[src/design/i64d_fifo.sv]
// Small register-based queue with push/full and pop/empty sides.
module i64d_fifo #(
    parameter int unsigned WIDTH = 8
) (
    input  logic             i_clk,
    input  logic             i_rst_n,
    input  logic             i_push,
    input  logic [WIDTH-1:0] i_data,
    output logic             o_full,
    input  logic             i_pop,
    output logic [WIDTH-1:0] o_data,
    output logic             o_empty
);
    logic [WIDTH-1:0] r_mem [2];
    logic             r_wr_ptr;
    logic             r_rd_ptr;
    logic [1:0]       r_count;
    logic             n_wr_ptr;
    logic             n_rd_ptr;
    logic [1:0]       n_count;
    logic             s_push;
    logic             s_pop;

    assign o_full  = (r_count == 2'd2);
    assign o_empty = (r_count == 2'd0);
    assign o_data  = r_mem[r_rd_ptr];
    assign s_push  = i_push && !o_full;
    assign s_pop   = i_pop && !o_empty;

    always_comb begin
        n_wr_ptr = r_wr_ptr ^ s_push;
        n_rd_ptr = r_rd_ptr ^ s_pop;
        n_count  = r_count + {1'b0, s_push} - {1'b0, s_pop};
    end

    always_ff @(posedge i_clk) begin
        if (!i_rst_n) begin
            r_wr_ptr <= 1'b0;
            r_rd_ptr <= 1'b0;
            r_count  <= 2'd0;
        end else begin
            r_wr_ptr <= n_wr_ptr;
            r_rd_ptr <= n_rd_ptr;
            r_count  <= n_count;
        end
    end

    always_ff @(posedge i_clk) begin
        if (s_push) begin
            r_mem[r_wr_ptr] <= i_data;
        end
    end

`ifndef ASSERT_OFF
    a_count_range: assert property (@(posedge i_clk) disable iff (!i_rst_n)
        r_count != 2'd3) else $error("queue count out of range");
    a_ptr_match: assert property (@(posedge i_clk) disable iff (!i_rst_n)
        (r_count == 2'd1) == (r_wr_ptr != r_rd_ptr)) else $error("queue pointers disagree");
    a_push_fills: assert property (@(posedge i_clk) disable iff (!i_rst_n)
        (s_push && !s_pop) |=> !o_empty) else $error("queue empty after push");
`endif

endmodule

[config.mk]
export PLATFORM = sky130hd
export DESIGN_NAME = i64d_fifo
export DESIGN_NICKNAME = d
export VERILOG_FILES = /design/src/design/i64d_fifo.sv
export SDC_FILE = /design/constraint.sdc
export NUM_CORES = 1
export LEC_CHECK = 0
export CORE_UTILIZATION = 62
export DETAILED_ROUTE_END_ITERATION = 10
export DONT_BUFFER_PORTS = 1
export PLACE_DENSITY = 0.78
export SYNTH_ARGS = -nofsm -noshare
export SYNTH_HDL_FRONTEND = slang
export SYNTH_SLANG_ARGS = --single-unit
[constraint.sdc]
create_clock -name i_clk -period 3.7 [get_ports i_clk]
set_input_delay 0.555 -clock i_clk [delete_from_list [all_inputs] [get_ports i_clk]]
set_output_delay 0.555 -clock i_clk [all_outputs]
set_load 0.01 [all_outputs]
==> flow_summary.toml <==
[sta]
hold_violations = 0
worst_slew_pin_slew_ns = 0.357
fin_setup_tns_ns = 0
fin_skew_ns = 0.00828
max-slew-margin-rel = 0.762
setup_viol = 0
max_freq_ghz = 0.556
rsz0062_at_grt = "false"
min_period_ns = 1.80
fin_crit_sh = 0.486
slew_violations = 0

[setup_path]
crit_required_ns = 3.14
r2r_cells = 7
cp_num_cells = 1
crit_path_start_kind = "flop"
crit_slowest_cell = "dfxtp_1"
arrival_ns = 1.24
cpPeakStageDelay_ns = 0.53
path_class = "flop to output pin"
cp-end-kind = "output pin"
crit_buf_inv = 0
path_max_fanout = 8
worstPathCellList = "mux2_2"
path_delay_family = "flip-flops"

[clock_network]
cts_hold_buf = 0
htreeDepth = 1
cts.reportedPaths.clkPinSlew_ns = 0.11
cts-root-buf = "clkbuf_4"
cts_sinks = 21
cts_inserted_buffers = 3
postCtsSetupBuffers = 0
cts_tree = "done"
cts_resized = 0
worstSkewPairLatency_ns = 0.29
clockBufferDepth = 2

[global_route]
grt_overflow = 0
gr-usage-all-layers = 0.168
grt_pass1_wl_mm = 1.57
grt_pass1_vias = 404
grt_max_degree = 13
grt_antenna_before_repair = 0

[drt]
drt_iter0_drc = 9
drtAntennaViolNets = 0
firstDrtPassIters = 5
route.detailed.drc = 0
wl_per_cell_um = 15.6
num_vias = 384
drt-vias-per-instance = 5.73
wirelength_mm = 1.04

[final_layout]
drive_above_1_share = 0.245
area_growth_pct = 4.77
finalNonFillerCells = 67
final_nets = 70
final_util = 0.742
diodes = 0

[floorplanning]
start_util = 0.708
rows = 12
fp.dieW_um = 38.8
dieHeight_um = 38.8
die-area_um2 = 1510
ios = 22
core-area_um2 = 1190

[power_and_ir_drop]
swShare = 0.279
cell_internal_pwr_uw = 418
peakVddDrop_mv = 0.349
power_frac_comb = 0.260
power_frac_clock = 0.174
power_density_nw_per_um2 = 659
p_leak_uw = 0.000330
p_switching_uw = 162
finalPower_uw = 580
seqPwrFrac = 0.566

[synth]
seq_area_frac_synth = 0.692
syn_inst = 50
syn_nets = 66
yosysUniqueCellTypes = 16
avgSynthCellArea_um2 = 16.8
syn_area_um2 = 840
ys_ff_latch = 21
yosys_warnings = 0

[place]
placedCellCount = 63
port_buffers = 0
routabilityCongestion = 0.675

[min_path]
whs_path_depth = 0
hp-class = "input pin to flop"

[status]
status = "finished clean"

[job]
drv_cap = 0
[layout make-up]
type / instances / area, µm²
sequential: 21 / 581
fill: 70 / 307
tap: 14 / 17.5
clock buffer: 3 / 22.5
inverter: 3 / 11.3
clock inverter: 1 / 5.00
multi-input combinational: 25 / 243
[routing by layer]
metal,GRT usage,share of wire
met2,0.308,0.56
met3,0.0578,0.073
met5,0,0
met1,0.165,0.35
met4,0.0776,0.012
[placed cells by master, fill, tap and decap left out]
master    instances
xnor3_1           1
clkbuf_4          3
and2_1            2
nor2_1            1
nor2b_2           1
ha_1              4
edfxtp_1         16
mux2_2            8
nand2_1           2
mux2i_1           2
or2b_1            1
clkinv_2          1
nor2b_1           1
inv_1             3
o21a_1            1
nand2b_1          1
dfxtp_1           5
[worst paths after layout]
check	start	endpoint	slack, ns
max	flop	o_data[6]	1.90
min	i_data[1]	r_mem[0][1]$_DFFE_PP_	0.35
max reg2reg	r_count[1]$_SDFF_PN0_	r_count[1]$_SDFF_PN0_	2.18
min reg2reg	r_rd_ptr$_SDFF_PN0_	r_rd_ptr$_SDFF_PN0_	0.50
[synth_stat cells, drive strengths merged]
cell type  number  area, µm²
and2            2       12.5
buf             1       5.00
dfxtp           5        100
edfxtp         16        480
ha              4       50.1
inv             3       11.3
mux2            8       90.1
mux2i           2       20.0
nand2           2       7.51
nand2b          1       6.26
nor2            1       3.75
nor2b           2       15.0
o21a            1       7.51
or2b            1       7.51
xnor3           1       22.5
[kinds of logic after synthesis]
logic type | synth area share
and+or+nand+nor | 0.0626
muxes | 0.131
buffers and inverters | 0.0194
xor gates and xnor gates | 0.0268
adders and majority gates | 0.0596
DFF | 0.692
AOI/OAI and AO/OA | 0.00895
[flip-flops by register name, indices dropped and copies added (netlist names), named ones only]
signal,cells
r_count,2
r_wr_ptr,1
r_mem,16
r_rd_ptr,1
[power by group through the flow]
stage / Clock [µW] / Sequential, µW / Combinational [µW]
after global routing: 114 / 333 / 165
final: 101 / 328 / 151
after CTS: 103 / 328 / 153
after floorplan: 0 / 319 / 142
after global placement: 0 / 330 / 144
after detailed placement: 0 / 333 / 152
[metrics by stage]
| stage | hold WS, ns | setup slack, ns | instance area [µm²] |
|---|---|---|---|
| after detailed placement | 0.494 | 2.13 | 852 |
| after global placement | 0.460 | 2.17 | 852 |
| after CTS | 0.344 | 1.89 | 880 |
| after global routing | 0.327 | 1.84 | 880 |
| after floorplan | 0.452 | 2.18 | 840 |
| final | 0.351 | 1.90 | 880 |
Power figures use the tool's default switching activity.
