`src/design/i64d_pkg.sv`:
```
// Shared types and constants for the 64-bit divider core.
package i64d_pkg;

    localparam int unsigned FIELD_W = 64;

    typedef enum logic {
        CMD_UNSIGNED = 1'b0,
        CMD_SIGNED   = 1'b1
    } t_cmd;

    typedef struct packed {
        logic               command;
        logic [FIELD_W-1:0] dividend;
        logic [FIELD_W-1:0] divisor;
    } t_div_in;

    typedef struct packed {
        logic [FIELD_W-1:0] quotient;
        logic [FIELD_W-1:0] remainder;
        logic               divide_by_zero;
    } t_div_out;

endpackage

```
`src/design/i64d_fifo.sv`:
```
// Small register-based queue with push/full and pop/empty sides.
module i64d_fifo #(
    parameter int unsigned WIDTH = 8
) (
    input  logic             i_clk,
    input  logic             i_rst_n,
    input  logic             i_push,
    input  logic [WIDTH-1:0] i_data,
    output logic             o_full,
    input  logic             i_pop,
    output logic [WIDTH-1:0] o_data,
    output logic             o_empty
);
    logic [WIDTH-1:0] r_mem [2];
    logic             r_wr_ptr;
    logic             r_rd_ptr;
    logic [1:0]       r_count;
    logic             n_wr_ptr;
    logic             n_rd_ptr;
    logic [1:0]       n_count;
    logic             s_push;
    logic             s_pop;

    assign o_full  = (r_count == 2'd2);
    assign o_empty = (r_count == 2'd0);
    assign o_data  = r_mem[r_rd_ptr];
    assign s_push  = i_push && !o_full;
    assign s_pop   = i_pop && !o_empty;

    always_comb begin
        n_wr_ptr = r_wr_ptr ^ s_push;
        n_rd_ptr = r_rd_ptr ^ s_pop;
        n_count  = r_count + {1'b0, s_push} - {1'b0, s_pop};
    end

    always_ff @(posedge i_clk) begin
        if (!i_rst_n) begin
            r_wr_ptr <= 1'b0;
            r_rd_ptr <= 1'b0;
            r_count  <= 2'd0;
        end else begin
            r_wr_ptr <= n_wr_ptr;
            r_rd_ptr <= n_rd_ptr;
            r_count  <= n_count;
        end
    end

    always_ff @(posedge i_clk) begin
        if (s_push) begin
            r_mem[r_wr_ptr] <= i_data;
        end
    end

`ifndef ASSERT_OFF
    a_count_range: assert property (@(posedge i_clk) disable iff (!i_rst_n)
        r_count != 2'd3) else $error("queue count out of range");
    a_ptr_match: assert property (@(posedge i_clk) disable iff (!i_rst_n)
        (r_count == 2'd1) == (r_wr_ptr != r_rd_ptr)) else $error("queue pointers disagree");
    a_push_fills: assert property (@(posedge i_clk) disable iff (!i_rst_n)
        (s_push && !s_pop) |=> !o_empty) else $error("queue empty after push");
`endif

endmodule

```
`src/design/i64d_front.sv`:
```
// Front end: accept operands, take magnitudes and signs, queue them for the datapath.
module i64d_front #(
    parameter int unsigned W = 64
) (
    input  logic                   i_clk,
    input  logic                   i_rst_n,
    input  logic                   i_push,
    input  i64d_pkg::t_div_in      i_in,
    output logic                   o_full,
    input  logic                   i_pop,
    output logic [2*W+2:0]         o_op,
    output logic                   o_empty
);
    import i64d_pkg::*;

    logic [W-1:0] s_num;
    logic [W-1:0] s_den;
    logic         s_nneg;
    logic         s_dneg;
    logic [W-1:0] s_nmag;
    logic [W-1:0] s_dmag;
    logic         s_zero;

    always_comb begin
        s_num  = i_in.dividend[W-1:0];
        s_den  = i_in.divisor[W-1:0];
        s_nneg = (t_cmd'(i_in.command) == CMD_SIGNED) && s_num[W-1];
        s_dneg = (t_cmd'(i_in.command) == CMD_SIGNED) && s_den[W-1];
        s_nmag = s_nneg ? (~s_num + W'(1)) : s_num;
        s_dmag = s_dneg ? (~s_den + W'(1)) : s_den;
        s_zero = (s_den == '0);
    end

    i64d_fifo #(.WIDTH(2*W+3)) u_queue (
        .i_clk   (i_clk),
        .i_rst_n (i_rst_n),
        .i_push  (i_push),
        .i_data  ({s_zero, s_nneg, s_nneg ^ s_dneg, s_nmag, s_dmag}),
        .o_full  (o_full),
        .i_pop   (i_pop),
        .o_data  (o_op),
        .o_empty (o_empty)
    );

endmodule

```
`config.mk`:
```
export PLATFORM = sky130hd
export DESIGN_NAME = i64d_front
export DESIGN_NICKNAME = d
export VERILOG_FILES = /design/src/design/i64d_pkg.sv /design/src/design/i64d_fifo.sv /design/src/design/i64d_front.sv
export SDC_FILE = /design/constraint.sdc
export NUM_CORES = 1
export LEC_CHECK = 0
export CAP_MARGIN = 30
export CORE_MARGIN = 3
export CORE_UTILIZATION = 50
export CTS_CLUSTER_DIAMETER = 120
export CTS_CLUSTER_SIZE = 30
export DETAILED_ROUTE_END_ITERATION = 12
export DONT_BUFFER_PORTS = 1
export PLACE_DENSITY = 0.68
export SLEW_MARGIN = 25
export SYNTH_ARGS = -nofsm -noshare
export SYNTH_HDL_FRONTEND = slang
export SYNTH_SLANG_ARGS = --single-unit
```
`constraint.sdc`:
```
create_clock -name i_clk -period 4.65 [get_ports i_clk]
set_input_delay 1.1625 -clock i_clk [delete_from_list [all_inputs] [get_ports i_clk]]
set_output_delay 1.1625 -clock i_clk [all_outputs]
set_load 0.05 [all_outputs]
```
==> metrics.yaml, run 1 <==
floorplanning:
  rows: 57
  io_pins: 266
  design.die.area_um2: 27160
  floorplan.initialDensity: 0.5139
  die_w_um: 164.8
  die_y_um: 164.8
  core_area_um2: 24530
yosys:
  synth_cell_types: 46
  yosys-top-cells-count: "edfxtp_1 (262), mux2_2 (131), xor2_1 (86)"
  synth.avg_cell_area_um2: 14.20
  synth_area_leaders: "edfxtp_1 (62%), mux2_2 (12%), xor2_1 (6.0%)"
  netlist.area_leader.share: 0.6241
  async_flop_share: 0
  synthSimpleGateAreaFrac: 0.08793
  synth_warnings: 0
  yosysSeqAreaShare: 0.6320
  synth_edf_count: 262
  synthXorXnorAreaFrac: 0.08684
  synthesis.area_um2: 12610
  synth_compound_area_frac: 0.05459
  yosys.area_share.adder: 0.005955
  synth_top_family_by_area: "multiplexers"
  synth_fp_nets: 1027
  synthMuxAreaShare: 0.1170
  synth_most_common_cell: "edfxtp_1"
  yosysTopAreaCell: "edfxtp_1"
  syn-instance-count: 888
  synth_seq_cells: 267
  ys.flop_type: "edfxtp_1"
worst_setup_path:
  cp.arrival_ns: 2.30
  reg2reg_depth: 4
  worstSetupEndpoint: "o_op[118]"
  cp_slowest_cell: "dfxtp_4"
  required_ns: 3.49
  cp_max_fo: 38
  worstSetupPathType: "reg2out"
  reg2reg_to: "u_queue.r_mem[1][18]"
  endpoint_kind: "output pin"
  r2r_setup_slack_ns: 2.04
  r2r_start: "u_queue.r_count[1]"
  critPathLaunchType: "flop"
  path_cells: "buf_4 > mux2_2"
  critical-path-max-stage-delay_ns: 0.71
placement:
  place_inst: 1191
  dp_hpwl_um: 18840
  io_buffers: 0
  globalplace.congestion: 0.8146
  post-place-ws_ns: 0.9325
  dpl_cell_area_um2: 13040
global_route:
  antenna_found_initial: 0
  grt_pass1_vias: 6949
  grt_max_degree: 132
  grtUsageTotal: 0.1946
  grt.overflow.total: 0
  grt_pass1_wl_um: 41060
cts:
  clk_pin_slew_worst_paths_ns: 0.11
  cts_hold_buffers: 0
  cts_tree: "done"
  clock_path_buffers: 3
  numCtsBuffers: 12
  cts.sinks: 267
  cts_max_level: 1
  post_cts_resized: 0
  post_cts_buffers: 0
  cts-root-buf: "clkbuf_16"
  clk_latency_ns: 0.49
status:
  status: "finished clean"
final_layout:
  drive_gt1_frac: 0.2016
  fill_cells: 2027
  stdcell_count: 1207
  fin_area_um2: 13380
  n_antenna_cell: 0
  fin_nets: 1020
  area_growth_pct: 6.113
sta:
  finalSetupViolCount: 0
  relSlewSlack: 0.3372
  fin_ws_ns: 1.188
  tightestPinTransition_ns: 0.9860
  rsz0062_at_grt: "no"
  finalCriticalPeriod_ns: 3.462
  fin_worst_skew_ns: 0.01083
  finalHoldViolations: 0
  slew_viol_final: 0
  fmax_ghz: 0.2888
  fin_crit_sh: 0.7446
power:
  switching_share: 0.4101
  p_leak_uw: 0.004347
  power.density_nw_per_um2: 536.5
  clkPwrFrac: 0.168
  p_sw_uw: 2943
  combPwrFrac: 0.378
  internal_power_uw: 4234
  seq_power_share: 0.454
  ir_drop_uv: 440.9
flow_run:
  maxCapViolCount: 0
min_path:
  hold_class: "reg2reg"
routing:
  dr.first_iter.drc_count: 553
  wl_um: 27830
  ant_nets: 0
  viasPerCell: 5.993
  drc: 0
  dr.pass1.iters: 7
  wl_per_cell_um: 23.06
  vias: 7234
## area by class of cell
| class | count | area (um2) | share of cell area |
|---|---|---|---|
| Sequential cell | 267 | 7971 | 0.5959 |
| Multi-Input combinational cell | 571 | 4476 | 0.3345 |
| Tap cell | 324 | 405.4 | 0.03030 |
| Clock buffer | 15 | 332.8 | 0.02488 |
| Timing Repair Buffer | 11 | 120.1 | 0.008979 |
| Inverter | 18 | 67.56 | 0.005051 |
| Clock inverter | 1 | 5.005 | 0.0003741 |
## state kept, by name, summed over array words and instances, names as in the netlist, named ones only
signal and flops:
u_queue.r_wr_ptr 1, u_queue.r_rd_ptr 1, u_queue.r_count 2, u_queue.r_mem 262
## worst max-delay path, delay by kind of cell (launching register included)
kind | cells | cell delay, ns
mux | 1 | 0.54
flops | 1 | 0.71
buf+inv | 1 | 0.52
## how the worst min path moves through the flow
stage	start	cells after the start	end	slack, ns
5_1_grt	u_queue.r_rd_ptr	2	u_queue.r_rd_ptr	0.62
6_report	u_queue.r_rd_ptr	2	flop	0.55
2_1_floorplan	u_queue.r_rd_ptr	2	flop	0.50
4_1_cts	u_queue.r_rd_ptr	2	flop	0.55
3_3_place_gp	u_queue.r_rd_ptr	2	flop	0.52
3_5_place_dp	u_queue.r_rd_ptr	2	flop	0.53
## metrics by stage
step                      hold slack (ns)  TNS [ns]  utilization  power, uW
after floorplan                    0.5044    -83.01            -       5720
after global placement             0.5165         0       0.5315       6034
after detailed placement           0.5328         0       0.5315       6060
after CTS                          0.5533         0       0.5453       7262
after global routing               0.6166         0       0.5453       7450
final                              0.5461         0       0.5453       7177
## power by group through the flow
stage          registers (uW)  clock network [uW]  logic [uW]
2_1_floorplan            3300                   0        2420
3_3_place_gp             3300                   0        2730
3_5_place_dp             3320                   0        2740
4_1_cts                  3270                1250        2750
5_1_grt                  3300                1330        2820
6_report                 3260                1210        2710
## layout by cell type (no fill, tap or decap), types with 13 or more instances in the layout
cell type,Yosys,final
nor3_1,31,31
a31oi_1,34,34
xnor2_1,39,39
edfxtp_1,262,262
nor4_1,31,30
nor2_1,57,57
xor2_1,86,86
o21ai_0,13,13
mux2_2,131,131
nand2_1,15,14
a21oi_1,38,38
inv_1,18,18
clkbuf_16,0,13
## logic make-up after synthesis
group	Yosys count
buffers and inverters	50
multiplexers	131
flip-flops	267
XOR/XNOR	125
AO/OA/AOI/OAI	111
adder cells (fa/ha/maj)	6
AND/OR/NAND/NOR	198
## routing by layer
metal  track usage  part of all wire  vias to the layer above  wire, um
met1        0.2548              0.40                     3592     11120
met5             0                 0                        -         0
met2        0.3235              0.49                      247     13710
met4       0.04079             0.017                        0       484
met3       0.05819             0.091                       29      2521
li1              -                 -                     3366         -
(Power assumes the default switching activity.)
==> run 2: changes to the inputs <==
==> constraint.sdc (replaced) <==
create_clock -name i_clk -period 3 [get_ports i_clk]
set_input_delay 0.75 -clock i_clk [delete_from_list [all_inputs] [get_ports i_clk]]
set_output_delay 0.75 -clock i_clk [all_outputs]
set_load 0.05 [all_outputs]
==> run 2 against run 1 <==
Final cell count grew 2.7%. Register-to-register slack lost 1.2 ns. Clock power grew 56%. Combinational power grew 63%. Critical path type unchanged.
==> metrics.yaml, run 2 (synthesized netlist as in run 1, its figures left out) <==
status:
  status: "finished clean"
worst_setup_path:
  r2r_start: "u_queue.r_count[1]"
  worstSetupPathType: "reg2out"
  endpoint_kind: "output pin"
  cp_slowest_cell: "mux2_2"
  critPathLaunchType: "flop"
  r2r_setup_slack_ns: 0.88  # -1.16 ns
  path_cells: "buf_4 > mux2_2"
  critical-path-max-stage-delay_ns: 0.55  # -0.16 ns
  cp.arrival_ns: 1.96  # -0.34 ns
  cp_max_fo: 47  # +24%
  reg2reg_to: "u_queue.r_mem[0][5]"
  worstSetupEndpoint: "o_op[9]"
  reg2reg_depth: 5  # +1
  required_ns: 2.25  # -1.24 ns
final_layout:
  stdcell_count: 1240  # +2.7%
  final_cell_mix: "edfxtp_1 (262), mux2_2 (131), xor2_1 (86), nor2_1 (57), xnor2_1 (39)"
  largest_register: "u_queue.r_mem"
  drive_gt1_frac: 0.2303  # +0.02876
  largest_register_ffs: 262  # unchanged
  reg_top3: "u_queue.r_mem: 262 flops, u_queue.r_count: 2 flops"
  n_antenna_cell: 0  # unchanged
  fin_util: 0.5590  # +0.01367
  fin_nets: 1053  # +3.2%
  final_common_cell: "edfxtp_1"
  ff_latch_area_um2: 7971  # unchanged
  area_growth_pct: 8.774
  fin_area_um2: 13710  # +2.5%
  multi_input_area_um2: 4476  # unchanged
  fill_cells: 1987  # -2.0%
sta:
  relSlewSlack: 0.3888  # +0.05161
  slew_viol_final: 0  # unchanged
  finalSetupViolCount: 0  # unchanged
  fin_crit_sh: 0.9042
  fmax_ghz: 0.3687
  finalCriticalPeriod_ns: 2.712
  setup-tns-final_ns: 0  # unchanged
  finalHoldViolations: 0  # unchanged
  tightestPinTransition_ns: 0.9145  # -0.07142 ns
  fin_worst_skew_ns: 0.01516  # +0.004332 ns
  rsz0062_at_grt: "no"
global_route:
  grt_max_degree: 85  # -36%
  grt_pass1_vias: 7107  # +2.3%
  grtUsageTotal: 0.1995  # +0.004959
  grt.overflow.total: 0  # unchanged
  antenna_found_initial: 0  # unchanged
  grt_pass1_wl_um: 42030  # +2.4%
routing:
  wl_met3_um: 2249  # -11%
  wl_met2_um: 13530  # -1.3%
  wl_per_cell_um: 22.62  # -1.9%
  wl_um: 28050  # +0.78%
  dr.first_iter.drc_count: 452  # -18%
  dr.pass1.iters: 5  # -2
  met1_length_um: 11760  # +5.7%
  top_layer: "met4"
  ant_nets: 0  # unchanged
  viasPerCell: 5.985  # -0.15%
  vias: 7421  # +2.6%
  drc: 0  # unchanged
flow_run:
  maxCapViolCount: 0  # unchanged
power:
  p_leak_uw: 0.004538  # +4.4%
  p_total_uw: 11290  # +57%
  ir_drop_uv: 547.3  # +24%
  power.density_nw_per_um2: 823.0  # +53%
floorplanning:
  design.die.area_um2: 27160  # unchanged
  io_pins: 266  # unchanged
  rows: 57  # unchanged
  floorplan.initialDensity: 0.5139  # unchanged
  core_area_um2: 24530  # unchanged
  die_w_um: 164.8  # unchanged
  die_y_um: 164.8  # unchanged
cts:
  cts-root-buf: "clkbuf_16"
  clock_path_buffers: 3  # unchanged
  cts_tree: "done"
  numCtsBuffers: 12  # unchanged
  post_cts_resized: 0  # unchanged
  cts_max_level: 1  # unchanged
  cts.sinks: 267  # unchanged
  clk_pin_slew_worst_paths_ns: 0.11  # about the same
  post_cts_buffers: 0  # unchanged
  clk_latency_ns: 0.49  # about the same
  cts_hold_buffers: 0  # unchanged
placement:
  globalplace.congestion: 0.8216  # +0.86%
  dp_hpwl_um: 19920  # +5.7%
  place_inst: 1224  # +2.8%
  io_buffers: 0  # unchanged
  dpl_cell_area_um2: 13380  # +2.6%
min_path:
  hold_class: "in2reg"
==> run 2: cell types whose count changed in the layout (fill, tap and decap cells not counted), sizes merged <==
cell	before	now
buf	11	44
==> run 2: critical path, delay by kind of cell (launching register included) <==
| family | cells | cell delay (ns) |
|---|---|---|
| buffers and inverters | 1 | 0.51 |
| muxes | 1 | 0.55 |
| DFF | 1 | 0.37 |
==> run 2: layout make-up <==
cell class | count | area share
clock inverter | 1 | 0.0003650
clock buffer | 15 | 0.02427
tap | 324 | 0.02956
sequential | 267 | 0.5813
timing repair buffer | 44 | 0.03321
multi-input combinational | 571 | 0.3264
inverter | 18 | 0.004927
==> run 2: worst min-delay path by stage <==
stage	startpoint	slack (ns)	to	cells past startpoint
final	i_in[0]	0.35	u_queue.r_mem[0][0]	0
after global routing	i_in[0]	0.32	u_queue.r_mem[0][0]	0
after CTS	i_in[0]	0.32	u_queue.r_mem[0][0]	0
after detailed placement	u_queue.r_rd_ptr	0.54	u_queue.r_rd_ptr	2
after global placement	u_queue.r_rd_ptr	0.52	u_queue.r_rd_ptr	2
after floorplan	u_queue.r_rd_ptr	0.50	flop	2
==> run 2: metrics by stage <==
step	setup WS, ns	hold slack, ns
4_1_cts	0.2408	0.3164
6_report	0.2875	0.3451
5_1_grt	0.1802	0.3215
3_5_place_dp	0.1967	0.5373
3_3_place_gp	0.2245	0.5226
2_1_floorplan	-0.1497	0.5044
==> run 2: where the power goes <==
group / switching [uW] / internal (uW) / leakage, uW
Combinational: 3400 / 1020 / 0.00188
Sequential: 120 / 4860 / 0.00249
Clock: 1090 / 797 / 0.000166
Total: 4610 / 6670 / 0.00454
==> run 2: routing by layer <==
layer | vias up | GRT usage
met4 | 0 | 0.04156
met5 | - | 0
met3 | 32 | 0.05192
met1 | 3694 | 0.2704
li1 | 3433 | -
met2 | 262 | 0.3277
